File: src/hdl/assert_macros.svh
// concurrent assertion helpers, compiled out for synthesis
`ifndef ASSERT_MACROS_SVH
`define ASSERT_MACROS_SVH

`ifndef SYNTHESIS

// expression must hold at every clock edge outside reset
`define ASSERT_ALWAYS(lbl, clk, rst_n, expr, msg) \
	lbl: assert property (@(posedge clk) disable iff (!rst_n) (expr)) else $error(msg);

// consequent must hold in the cycle after the antecedent
`define ASSERT_NEXT(lbl, clk, rst_n, ante, cons, msg) \
	lbl: assert property (@(posedge clk) disable iff (!rst_n) (ante) |=> (cons)) \
		else $error(msg);

`else

`define ASSERT_ALWAYS(lbl, clk, rst_n, expr, msg)
`define ASSERT_NEXT(lbl, clk, rst_n, ante, cons, msg)

`endif

`endif

File: src/hdl/rclfs_pkg.sv
package rclfs_pkg;

	// configuration register indexes
	localparam logic [1:0] CFG_TIMEOUT = 2'd0;
	localparam logic [1:0] CFG_MAGIC   = 2'd1;
	localparam logic [1:0] CFG_TYPE    = 2'd2;
	localparam logic [1:0] CFG_ARM     = 2'd3;

	// configuration reset values
	localparam logic [15:0] TIMEOUT_RST  = 16'd500;
	localparam logic [7:0]  ARM_MASK_RST = 8'd1;

	// pulse width constants in us
	localparam logic [10:0] PWM_BASE    = 11'd1000;
	localparam logic [10:0] PWM_NEUTRAL = 11'd1500;

	// clamp limits
	localparam logic [7:0]        THR_MAX = 8'd100;
	localparam logic signed [7:0] STR_MAX = 8'sd100;
	localparam logic signed [7:0] STR_MIN = -8'sd100;
	localparam logic [7:0]        STR_OFS = 8'd100;

	// link quality arithmetic
	localparam int unsigned QW       = 32;
	localparam int unsigned QCNT_W   = $clog2(QW);
	localparam logic [QW-1:0] QUAL_SCALE = 32'd100;
	localparam logic [6:0]    PCT_MAX    = 7'd100;

	typedef struct packed {
		logic               action;
		logic               length_ok;
		logic [7:0]         magic;
		logic [7:0]         packet_type;
		logic [15:0]        sequence_req;
		logic [7:0]         throttle;
		logic signed [7:0]  steering;
		logic [7:0]         toggle_count;
		logic [7:0]         flags;
		logic [47:0]        source_address;
	} item_t;

	typedef struct packed {
		logic [10:0] throttle_pwm;
		logic [10:0] steering_pwm;
		logic        arm_cmd_issue;
		logic        arm_cmd_value;
		logic        failsafe_active;
		logic        packet_accepted;
		logic        new_peer;
		logic [6:0]  link_quality;
		logic [31:0] received_count;
		logic [31:0] missed_count;
	} result_t;

	// controller to datapath commands
	typedef struct packed {
		logic update;
		logic mul;
		logic div_start;
		logic load;
	} ctrl_cmd_t;

	// datapath to controller status
	typedef struct packed {
		logic div_done;
	} ctrl_sts_t;

endpackage

File: src/hdl/rclfs_div.sv
module rclfs_div (
	input  logic                   clk,
	input  logic                   arst_n,
	input  logic                   start,
	input  logic [rclfs_pkg::QW-1:0] num,
	input  logic [rclfs_pkg::QW-1:0] den,
	output logic [rclfs_pkg::QW-1:0] quot,
	output logic                   done
);
	import rclfs_pkg::*;

	logic              busy_q;
	logic              done_q;
	logic [QCNT_W-1:0] cnt_q;
	logic [QW-1:0]     quo_q;
	logic [QW-1:0]     rem_q;
	logic [QW-1:0]     den_q;

	logic [QW:0]   shifted;
	logic [QW+1:0] diff;
	logic          borrow;

	// one restoring step per cycle
	assign shifted = {rem_q, quo_q[QW-1]};
	assign diff    = {1'b0, shifted} - {2'b00, den_q};
	assign borrow  = diff[QW+1];

	always_ff @(posedge clk or negedge arst_n) begin
		if (!arst_n) begin
			busy_q <= 1'b0;
			done_q <= 1'b0;
			cnt_q  <= '0;
		end else begin
			done_q <= 1'b0;
			if (start) begin
				busy_q <= 1'b1;
				cnt_q  <= '0;
			end else if (busy_q) begin
				cnt_q <= cnt_q + 1'b1;
				if (cnt_q == QCNT_W'(QW - 1)) begin
					busy_q <= 1'b0;
					done_q <= 1'b1;
				end
			end
		end
	end

	// dividend shifts out as quotient shifts in
	always_ff @(posedge clk) begin
		if (start) begin
			quo_q <= num;
			rem_q <= '0;
			den_q <= den;
		end else if (busy_q) begin
			quo_q <= {quo_q[QW-2:0], ~borrow};
			rem_q <= borrow ? shifted[QW-1:0] : diff[QW-1:0];
		end
	end

	assign quot = quo_q;
	assign done = done_q;

endmodule

File: src/hdl/rclfs_ctrl.sv
module rclfs_ctrl (
	input  logic                  clk,
	input  logic                  arst_n,
	input  logic                  item_valid,
	output logic                  item_stall,
	output logic                  result_valid,
	input  logic                  result_stall,
	input  rclfs_pkg::ctrl_sts_t  sts,
	output rclfs_pkg::ctrl_cmd_t  cmd
);
	import rclfs_pkg::*;

	localparam logic [2:0] S_IDLE  = 3'd0;
	localparam logic [2:0] S_MUL   = 3'd1;
	localparam logic [2:0] S_START = 3'd2;
	localparam logic [2:0] S_DIV   = 3'd3;
	localparam logic [2:0] S_DONE  = 3'd4;

	logic [2:0] state_q;
	logic [2:0] state_d;
	logic       out_valid_q;
	logic       out_free;

	// output register can take a beat when empty or being drained
	assign out_free = !out_valid_q || !result_stall;

	always_comb begin
		state_d = state_q;
		cmd     = '0;
		unique case (state_q)
			S_IDLE: begin
				cmd.update = item_valid;
				if (item_valid) state_d = S_MUL;
			end
			S_MUL: begin
				cmd.mul = 1'b1;
				state_d = S_START;
			end
			S_START: begin
				cmd.div_start = 1'b1;
				state_d       = S_DIV;
			end
			S_DIV: begin
				if (sts.div_done) state_d = S_DONE;
			end
			S_DONE: begin
				cmd.load = out_free;
				if (out_free) state_d = S_IDLE;
			end
			default: state_d = S_IDLE;
		endcase
	end

	always_ff @(posedge clk or negedge arst_n) begin
		if (!arst_n) begin
			state_q     <= S_IDLE;
			out_valid_q <= 1'b0;
		end else begin
			state_q <= state_d;
			if (cmd.load) out_valid_q <= 1'b1;
			else if (!result_stall) out_valid_q <= 1'b0;
		end
	end

	assign item_stall   = (state_q != S_IDLE);
	assign result_valid = out_valid_q;

endmodule

File: src/hdl/rclfs_dp.sv
module rclfs_dp (
	input  logic                 clk,
	input  logic                 arst_n,
	input  logic                 cfg_we,
	input  logic [1:0]           cfg_index,
	input  logic [15:0]          cfg_data,
	input  rclfs_pkg::item_t     item,
	input  rclfs_pkg::ctrl_cmd_t cmd,
	output rclfs_pkg::ctrl_sts_t sts,
	output rclfs_pkg::result_t   result
);
	import rclfs_pkg::*;

	// configuration
	logic [15:0] timeout_q;
	logic [7:0]  magic_q;
	logic [7:0]  type_q;
	logic [7:0]  arm_mask_q;

	// link state
	logic [47:0] peer_addr_q;
	logic        peer_known_q;
	logic [15:0] last_seq_q;
	logic [31:0] recv_q;
	logic [31:0] gaps_q;
	logic [15:0] silence_q;
	logic        seen_q;
	logic        failsafe_q;
	logic [7:0]  last_toggle_q;
	logic [10:0] thr_w_q;
	logic [10:0] str_w_q;

	// per-beat flags
	logic issue_q;
	logic value_q;
	logic acc_q;
	logic fresh_q;

	// quality operands
	logic [QW-1:0] num_q;
	logic [QW-1:0] tot_q;
	logic          zero_q;
	logic [QW-1:0] quot;
	logic [QW-1:0] tot_sum;

	result_t result_q;

	logic              pkt_ok;
	logic              sync;
	logic              addr_new;
	logic              seq_gap;
	logic [15:0]       silence_inc;
	logic              timeout_hit;
	logic [6:0]        thr_c;
	logic signed [7:0] st_c;
	logic [7:0]        st_off;
	logic [10:0]       thr_w;
	logic [10:0]       str_w;
	logic              toggle_chg;
	logic              arm_new;
	logic [6:0]        quality;

	// configuration writes
	always_ff @(posedge clk or negedge arst_n) begin
		if (!arst_n) begin
			timeout_q  <= TIMEOUT_RST;
			magic_q    <= '0;
			type_q     <= '0;
			arm_mask_q <= ARM_MASK_RST;
		end else if (cfg_we) begin
			unique case (cfg_index)
				CFG_TIMEOUT: timeout_q  <= cfg_data;
				CFG_MAGIC:   magic_q    <= cfg_data[7:0];
				CFG_TYPE:    type_q     <= cfg_data[7:0];
				CFG_ARM:     arm_mask_q <= cfg_data[7:0];
				default:     ;
			endcase
		end
	end

	// packet checks and tick timing
	assign pkt_ok = item.action && item.length_ok &&
		(item.magic == magic_q) && (item.packet_type == type_q);
	assign sync        = !seen_q || failsafe_q;
	assign addr_new    = !peer_known_q || (peer_addr_q != item.source_address);
	assign seq_gap     = (recv_q != '0) && (item.sequence_req != last_seq_q + 16'd1);
	assign silence_inc = (silence_q == 16'hFFFF) ? silence_q : silence_q + 16'd1;
	assign timeout_hit = seen_q && (silence_inc > timeout_q) && !failsafe_q;
	assign toggle_chg  = (item.toggle_count != last_toggle_q);
	assign arm_new     = |(item.flags & arm_mask_q);

	// clamp and scale to pulse widths
	assign thr_c  = (item.throttle > THR_MAX) ? THR_MAX[6:0] : item.throttle[6:0];
	always_comb begin
		priority if (item.steering > STR_MAX) st_c = STR_MAX;
		else if (item.steering < STR_MIN) st_c = STR_MIN;
		else st_c = item.steering;
	end
	assign st_off = $unsigned(st_c) + STR_OFS;
	assign thr_w  = PWM_BASE + {1'b0, thr_c, 3'b000} + {3'b000, thr_c, 1'b0};
	assign str_w  = PWM_BASE + {1'b0, st_off, 2'b00} + {3'b000, st_off};

	// state update on each beat taken from the input
	always_ff @(posedge clk or negedge arst_n) begin
		if (!arst_n) begin
			peer_addr_q   <= '0;
			peer_known_q  <= 1'b0;
			last_seq_q    <= '0;
			recv_q        <= '0;
			gaps_q        <= '0;
			silence_q     <= '0;
			seen_q        <= 1'b0;
			failsafe_q    <= 1'b0;
			last_toggle_q <= '0;
			thr_w_q       <= PWM_BASE;
			str_w_q       <= PWM_NEUTRAL;
			issue_q       <= 1'b0;
			value_q       <= 1'b0;
			acc_q         <= 1'b0;
			fresh_q       <= 1'b0;
		end else if (cmd.update) begin
			issue_q <= 1'b0;
			value_q <= 1'b0;
			acc_q   <= 1'b0;
			fresh_q <= 1'b0;
			if (!item.action) begin
				silence_q <= silence_inc;
				if (timeout_hit) begin
					thr_w_q    <= PWM_BASE;
					str_w_q    <= PWM_NEUTRAL;
					failsafe_q <= 1'b1;
					issue_q    <= 1'b1;
				end
			end else if (pkt_ok) begin
				acc_q <= 1'b1;
				if (addr_new) begin
					peer_addr_q  <= item.source_address;
					peer_known_q <= 1'b1;
					fresh_q      <= 1'b1;
				end
				if (seq_gap) gaps_q <= gaps_q + 32'd1;
				last_seq_q <= item.sequence_req;
				recv_q     <= recv_q + 32'd1;
				silence_q  <= '0;
				seen_q     <= 1'b1;
				thr_w_q    <= thr_w;
				str_w_q    <= str_w;
				if (sync) begin
					// resync only, no command
					last_toggle_q <= item.toggle_count;
					failsafe_q    <= 1'b0;
				end else if (toggle_chg) begin
					last_toggle_q <= item.toggle_count;
					issue_q       <= 1'b1;
					value_q       <= arm_new;
				end
			end
		end
	end

	// quality operands, product registered before the divider
	assign tot_sum = recv_q + gaps_q;
	always_ff @(posedge clk) begin
		if (cmd.mul) begin
			num_q  <= recv_q * QUAL_SCALE;
			tot_q  <= tot_sum;
			zero_q <= (tot_sum == '0);
		end
	end

	rclfs_div u_div (
		.clk    (clk),
		.arst_n (arst_n),
		.start  (cmd.div_start),
		.num    (num_q),
		.den    (tot_q),
		.quot   (quot),
		.done   (sts.div_done)
	);

	// percent, capped
	always_comb begin
		priority if (zero_q) quality = '0;
		else if (quot > QW'(PCT_MAX)) quality = PCT_MAX;
		else quality = quot[6:0];
	end

	// output register
	always_ff @(posedge clk) begin
		if (cmd.load) begin
			result_q.throttle_pwm    <= thr_w_q;
			result_q.steering_pwm    <= str_w_q;
			result_q.arm_cmd_issue   <= issue_q;
			result_q.arm_cmd_value   <= issue_q && value_q;
			result_q.failsafe_active <= failsafe_q;
			result_q.packet_accepted <= acc_q;
			result_q.new_peer        <= fresh_q;
			result_q.link_quality    <= quality;
			result_q.received_count  <= recv_q;
			result_q.missed_count    <= gaps_q;
		end
	end

	assign result = result_q;

endmodule

File: src/hdl/rc_link_failsafe_receiver.sv
// Radio-control link receiver with link-loss failsafe.
// Input channel (item_valid / item_stall / item): one beat is either a 1 ms
// tick or a received control packet; a beat is taken when item_valid is high
// and item_stall is low.
// Output channel (result_valid / result_stall / result): exactly one result
// beat per input beat, in order, with pulse widths, arm command, failsafe
// flag, packet flags, link quality percent and the wrapping counters.
// Configuration: cfg_we writes cfg_data into register cfg_index (timeout,
// magic, type, arm mask); write only while no beat is in flight.
// Each beat passes through the states update, multiply, divider start, divide
// and load before its result is registered; a new beat is not taken while one
// is in flight. Link quality uses the bit-per-cycle 32-bit divider.
// The input is taken again as soon as a result is in the output register;
// if the receiver stalls, the block holds its next result and the input
// waits until the output register frees.
// Reset (arst_n low): configuration returns to its defaults, counters,
// peer and failsafe state clear, widths go to 1000 / 1500 us, no result.
`include "assert_macros.svh"

module rc_link_failsafe_receiver (
	input  logic                clk,
	input  logic                arst_n,
	input  logic                cfg_we,
	input  logic [1:0]          cfg_index,
	input  logic [15:0]         cfg_data,
	input  logic                item_valid,
	output logic                item_stall,
	input  rclfs_pkg::item_t    item,
	output logic                result_valid,
	input  logic                result_stall,
	output rclfs_pkg::result_t  result
);
	import rclfs_pkg::*;

	ctrl_cmd_t cmd;
	ctrl_sts_t sts;

	rclfs_ctrl u_ctrl (
		.clk          (clk),
		.arst_n       (arst_n),
		.item_valid   (item_valid),
		.item_stall   (item_stall),
		.result_valid (result_valid),
		.result_stall (result_stall),
		.sts          (sts),
		.cmd          (cmd)
	);

	rclfs_dp u_dp (
		.clk       (clk),
		.arst_n    (arst_n),
		.cfg_we    (cfg_we),
		.cfg_index (cfg_index),
		.cfg_data  (cfg_data),
		.item      (item),
		.cmd       (cmd),
		.sts       (sts),
		.result    (result)
	);

	// busy right after taking a beat
	`ASSERT_NEXT(a_busy_after_take, clk, arst_n, item_valid && !item_stall, item_stall, "input not stalled after beat taken")
	// quality never above 100 percent
	`ASSERT_ALWAYS(a_quality_cap, clk, arst_n, !result_valid || (result.link_quality <= PCT_MAX), "link quality above cap")
	// new peer only on an accepted packet
	`ASSERT_ALWAYS(a_peer_on_accept, clk, arst_n, !result_valid || !result.new_peer || result.packet_accepted, "new peer without accepted packet")
	// arm value only with a command
	`ASSERT_ALWAYS(a_arm_value, clk, arst_n, !result_valid || !result.arm_cmd_value || result.arm_cmd_issue, "arm value without command")

endmodule

File: config.mk
export PLATFORM = sky130hd
export DESIGN_NAME = rc_link_failsafe_receiver
export DESIGN_NICKNAME = d
export VERILOG_FILES = /design/src/hdl/rclfs_pkg.sv /design/src/hdl/rclfs_div.sv /design/src/hdl/rclfs_ctrl.sv /design/src/hdl/rclfs_dp.sv /design/src/hdl/rc_link_failsafe_receiver.sv
export VERILOG_INCLUDE_DIRS = /design/src /design/src/hdl
export SDC_FILE = /design/constraint.sdc
export NUM_CORES = 1
export LEC_CHECK = 0
export BUFFER_PORTS_ARGS = -buffer_cell sky130_fd_sc_hd__clkbuf_2
export CORE_ASPECT_RATIO = 1.2
export CORE_MARGIN = 2
export CORE_UTILIZATION = 55
export CTS_CLUSTER_SIZE = 8
export DETAILED_ROUTE_END_ITERATION = 8
export GPL_TIMING_DRIVEN = 0
export PLACE_DENSITY = 0.76
export SYNTH_ARGS = -nofsm -noshare
export SYNTH_HDL_FRONTEND = slang
export SYNTH_SLANG_ARGS = --single-unit
File: constraint.sdc
create_clock -name clk -period 6.8 [get_ports clk]
set_clock_uncertainty 0.1 [all_clocks]
set_input_delay 0.68 -clock clk [delete_from_list [all_inputs] [get_ports clk]]
set_output_delay 0.68 -clock clk [all_outputs]
set_load 0.005 [all_outputs]
==> impl_metrics.prom <==
# TYPE chip_impl_metric gauge
chip_impl_info{name="cts_tree",value="yes"} 1
chip_impl_metric{name="cts_max_level",unit=""} 3
chip_impl_metric{name="synth_fp_nets",unit=""} 2920
chip_impl_metric{name="drt_drc_violations_left",unit=""} 0
chip_impl_info{name="timing.critical_path.slowest_stage_cell",value="sky130_fd_sc_hd__dfrtp_1"} 1
chip_impl_metric{name="syn_avg_cell_area",unit="um^2"} 10.7
chip_impl_metric{name="synth.distinct_cells",unit=""} 91
chip_impl_info{name="worst_hold_path_type",value="in2reg"} 1
chip_impl_metric{name="rrSetupSlack",unit="ns"} 2.02
chip_impl_metric{name="critPathRequiredTime",unit="ns"} 7.04
chip_impl_metric{name="final_period_util",unit=""} 0.703
chip_impl_metric{name="antenna_found_initial",unit=""} 0
chip_impl_info{name="worst_r2r_endpoint",value="u_dp.num_q[31]$_DFFE_PP_"} 1
chip_impl_metric{name="grt_start_max_net_pins",unit=""} 110
chip_impl_info{name="hold_path.startpoint",value="cfg_data[10]"} 1
chip_impl_metric{name="slew_violations",unit=""} 0
chip_impl_metric{name="via_per_inst",unit=""} 5.74
chip_impl_metric{name="ant_nets",unit=""} 0
chip_impl_metric{name="yosysWarningCount",unit=""} 0
chip_impl_metric{name="wl_per_cell",unit="um"} 19.1
chip_impl_metric{name="count_of_input_and_output_buffers",unit=""} 235
chip_impl_metric{name="dr_total_vias",unit=""} 20394
chip_impl_metric{name="cp.buffers_inverters",unit=""} 3
chip_impl_metric{name="final_nets",unit=""} 3234
chip_impl_metric{name="clk_path_buf_depth",unit=""} 3
chip_impl_info{name="final_common_cell",value="sky130_fd_sc_hd__inv_1"} 1
chip_impl_info{name="critical_setup_path_kind",value="reg2reg"} 1
chip_impl_metric{name="timing.final.ws_setup",unit="ns"} 2.02
chip_impl_metric{name="die_width",unit="um"} 208
chip_impl_metric{name="cpPeakStageDelay",unit="ns"} 0.66
chip_impl_metric{name="cts_sinks",unit=""} 487
chip_impl_metric{name="place_congestion",unit=""} 0.929
chip_impl_metric{name="yosysSeqAreaShare",unit=""} 0.480
chip_impl_metric{name="synthesis.instances",unit=""} 2555
chip_impl_metric{name="design.die.area",unit="mm^2"} 0.0517
chip_impl_metric{name="drtPass1Iterations",unit=""} 5
chip_impl_info{name="synth_top_cell_by_area",value="sky130_fd_sc_hd__edfxtp_1"} 1
chip_impl_info{name="top_library_cells_by_usage_in_the_layout_fill_and_taps_aside",value="sky130_fd_sc_hd__inv_1 (248), sky130_fd_sc_hd__clkbuf_2 (235), sky130_fd_sc_hd__nand2_1 (227)"} 1
chip_impl_metric{name="clock_latency",unit="ns"} 0.60
chip_impl_info{name="cp_top_family",value="adder cells"} 1
chip_impl_metric{name="fin_cells",unit=""} 3556
chip_impl_metric{name="globalRouteOverflowTotal",unit=""} 0
chip_impl_info{name="cts_root_buf",value="sky130_fd_sc_hd__clkbuf_16"} 1
chip_impl_metric{name="power.ir.vdd_worst",unit="uV"} 241
chip_impl_metric{name="number_of_global_route_vias_before_repair",unit=""} 20860
chip_impl_metric{name="cts_repair_resize_count",unit=""} 0
chip_impl_metric{name="cts_made_buffers",unit=""} 70
chip_impl_info{name="timing.critical_path.cells",value="inv_1 > ha_1 > ha_1 > inv_1 > fa_1 > inv_1 > ha_1 > or4_1 > o21ai_0 > a21oi_1 > a21boi_0 > o211a_1 > o31ai_1 > a41oi_1 > o21bai_1 > xnor2_1"} 1
chip_impl_metric{name="min_delay_path_depth",unit=""} 3
chip_impl_metric{name="synth.cell_area",unit="mm^2"} 0.0275
chip_impl_metric{name="drv.max_cap_violation_count",unit=""} 0
chip_impl_metric{name="power_density",unit="mW/mm^2"} 295
chip_impl_metric{name="core_region_area",unit="mm^2"} 0.0492
chip_impl_metric{name="preCtsSetupSlack",unit="ns"} 2.09
chip_impl_metric{name="boundaryPins",unit=""} 237
chip_impl_metric{name="antenna_cells",unit=""} 0
chip_impl_metric{name="synth_top_area_share",unit=""} 0.245
chip_impl_metric{name="r2r.worst_path.cells",unit=""} 16
chip_impl_metric{name="dp.cells",unit=""} 3433
chip_impl_metric{name="drive_above_1_share",unit=""} 0.166
chip_impl_metric{name="synthesis_stage_register_bit_count",unit=""} 487
chip_impl_info{name="cp-start-kind",value="flop"} 1
chip_impl_metric{name="totalWireLength",unit="um"} 67900
chip_impl_metric{name="timing_worst_slew_pin_value",unit="ns"} 1.29
chip_impl_metric{name="setup-violations-final",unit=""} 0
chip_impl_metric{name="synth_edf_count",unit=""} 224
chip_impl_metric{name="finalCriticalPeriod",unit="ns"} 4.78
chip_impl_info{name="worstHoldEndpoint",value="u_dp.timeout_q[10]$_DFFE_PN0P_"} 1
chip_impl_info{name="synthTopCellsByArea",value="sky130_fd_sc_hd__edfxtp_1 (24%), sky130_fd_sc_hd__dfrtp_1 (19%), sky130_fd_sc_hd__ha_1 (9.1%)"} 1
chip_impl_metric{name="rows",unit=""} 89
chip_impl_metric{name="clock_slew_seen_by_the_registers_of_the_worst_setup_and_hold_paths",unit="ns"} 0.05
chip_impl_info{name="r2r_start",value="u_dp.recv_q[4]$_DFFE_PN0P_"} 1
chip_impl_info{name="rsz0062_at_grt",value="no"} 1
chip_impl_metric{name="hpwlAfterDp",unit="um"} 51400
chip_impl_metric{name="ys_async_sr_fraction",unit=""} 0.474
chip_impl_info{name="synth_ff_type",value="sky130_fd_sc_hd__edfxtp_1"} 1
chip_impl_metric{name="fmaxAchievable",unit="GHz"} 0.209
chip_impl_metric{name="tns_setup",unit="ns"} 0
chip_impl_metric{name="postLayoutCoreUtil",unit=""} 0.643
chip_impl_metric{name="total_leakage_power",unit="nW"} 14.4
chip_impl_metric{name="fp.dieH",unit="um"} 249
chip_impl_metric{name="detailedRoute.firstIterationViolations",unit=""} 1401
chip_impl_metric{name="timing.max_slew.rel_slack",unit=""} 0.136
chip_impl_metric{name="floorplan.initialDensity",unit=""} 0.558
chip_impl_metric{name="final-hold-violation-count",unit=""} 0
chip_impl_metric{name="layout_stage_area_growth_over_the_synthesis_result",unit="%"} 15.3
chip_impl_metric{name="cp_data_arrival_time",unit="ns"} 5.02
chip_impl_info{name="endpoint_kind",value="flop"} 1
chip_impl_metric{name="path_max_fanout",unit=""} 6
chip_impl_metric{name="grtUsageTotal",unit=""} 0.265
chip_impl_info{name="outcome",value="finished, final reports clean"} 1
chip_impl_metric{name="grt_first_pass_wirelength",unit="um"} 110000
cell usage after synthesis (16+ instances only):
cell	count
sky130_fd_sc_hd__inv_1	248
sky130_fd_sc_hd__nand2_1	227
sky130_fd_sc_hd__edfxtp_1	224
sky130_fd_sc_hd__dfrtp_1	211
sky130_fd_sc_hd__ha_1	200
sky130_fd_sc_hd__xnor2_1	139
sky130_fd_sc_hd__a21oi_1	127
sky130_fd_sc_hd__nor2_1	122
sky130_fd_sc_hd__o21ai_0	118
sky130_fd_sc_hd__xor2_1	104
sky130_fd_sc_hd__mux2_2	96
sky130_fd_sc_hd__nand3_1	61
sky130_fd_sc_hd__nor3_1	46
sky130_fd_sc_hd__a21o_1	43
sky130_fd_sc_hd__clkbuf_1	43
sky130_fd_sc_hd__nand4_1	36
sky130_fd_sc_hd__dfxtp_1	32
sky130_fd_sc_hd__and3_1	31
sky130_fd_sc_hd__mux2i_1	31
sky130_fd_sc_hd__fa_1	28
sky130_fd_sc_hd__nor4_1	27
sky130_fd_sc_hd__dfstp_2	20
sky130_fd_sc_hd__a211oi_1	19
sky130_fd_sc_hd__and2_1	18
sky130_fd_sc_hd__o21a_1	18
sky130_fd_sc_hd__or3_1	18
sky130_fd_sc_hd__o21bai_1	16
sequential cells by signal, indices dropped and copies added, names as in the netlist, 11 cells and up:
name	flops
u_dp.gaps_q	32
u_dp.last_seq_q	16
u_dp.silence_q	16
u_dp.num_q	30
u_dp.result	97
u_dp.tot_q	32
u_dp.u_div.den_q	32
u_dp.timeout_q	16
u_dp.recv_q	32
u_dp.u_div.quot	32
u_dp.u_div.rem_q	32
u_dp.peer_addr_q	48
u_dp.str_w_q	11
worst max path at each step:
stage / from / end / slack (ns) / depth (start not counted)
global route: u_dp.recv_q[4]$_DFFE_PN0P_ / u_dp.num_q[31]$_DFFE_PP_ / 1.77 / 16
detailed placement: u_dp.recv_q[4]$_DFFE_PN0P_ / u_dp.num_q[31]$_DFFE_PP_ / 2.09 / 16
floorplan: u_ctrl.state_q[1]$_DFFE_PN0P_ / u_dp.result[0]$_DFFE_PP_ / 0.72 / 4
global placement: result_stall / u_dp.result[85]$_DFFE_PP_ / -2.02 / 2
finish: u_dp.recv_q[4]$_DFFE_PN0P_ / u_dp.num_q[31]$_DFFE_PP_ / 2.02 / 16
CTS: u_dp.recv_q[2]$_DFFE_PN0P_ / u_dp.num_q[31]$_DFFE_PP_ / 2.05 / 15
repair_timing:
item | CTS | global route
hold buffers | 1 | 0
setup buffers | 0 | 0
endpoints found under the hold margin | 19 | 0
report_power, final:
part	internal, mW	switching (mW)	total, mW
registers	3.54	0.218	3.75
clock network	2.00	1.25	3.25
logic	0.955	1.37	2.33
total	6.49	2.84	9.33
tightest hold or removal path, cell delays in order:
cell and delay (ns):
sky130_fd_sc_hd__clkbuf_2 0.08, sky130_fd_sc_hd__nand2_1 0.04, sky130_fd_sc_hd__o21ai_0 0.06
cell type report:
type,instances,area (um^2)
Multi-Input combinational cell,1756,13100
Timing Repair Buffer,242,1330
Inverter,249,935
Clock inverter,3,33.8
Buffer,63,270
Sequential cell,487,13200
Fill cell,3884,17600
Clock buffer,119,2020
Tap cell,637,797
layer usage:
metal | GRT usage | part of all wire
met5 | 0 | 0
met4 | 0.132 | 0.048
met3 | 0.0613 | 0.065
met2 | 0.451 | 0.49
met1 | 0.315 | 0.40
cells by family (layout without fill, tap and decap cells):
group / count (synthesis) / in the layout / synth area share
flops: 487 / 487 / 0.480
mux: 127 / 127 / 0.0507
xor+xnor: 243 / 243 / 0.0775
other cells: 1 / 1 / 0.000137
fa+ha+maj: 228 / 228 / 0.112
buf+inv: 312 / 676 / 0.0438
compound gates: 485 / 485 / 0.115
simple gates: 672 / 672 / 0.122
per-stage QoR:
| stage | total power, mW | hold slack [ns] | cell area, um^2 |
|---|---|---|---|
| after floorplan | 5.47 | 0.284 | 27500 |
| after global placement | 5.98 | 0.302 | 29400 |
| after detailed placement | 6.09 | 0.305 | 29600 |
| after CTS | 9.38 | 0.161 | 31700 |
| after global routing | 9.85 | 0.190 | 31700 |
| final | 9.33 | 0.189 | 31700 |
No activity file was read; power rests on OpenSTA's default activity.
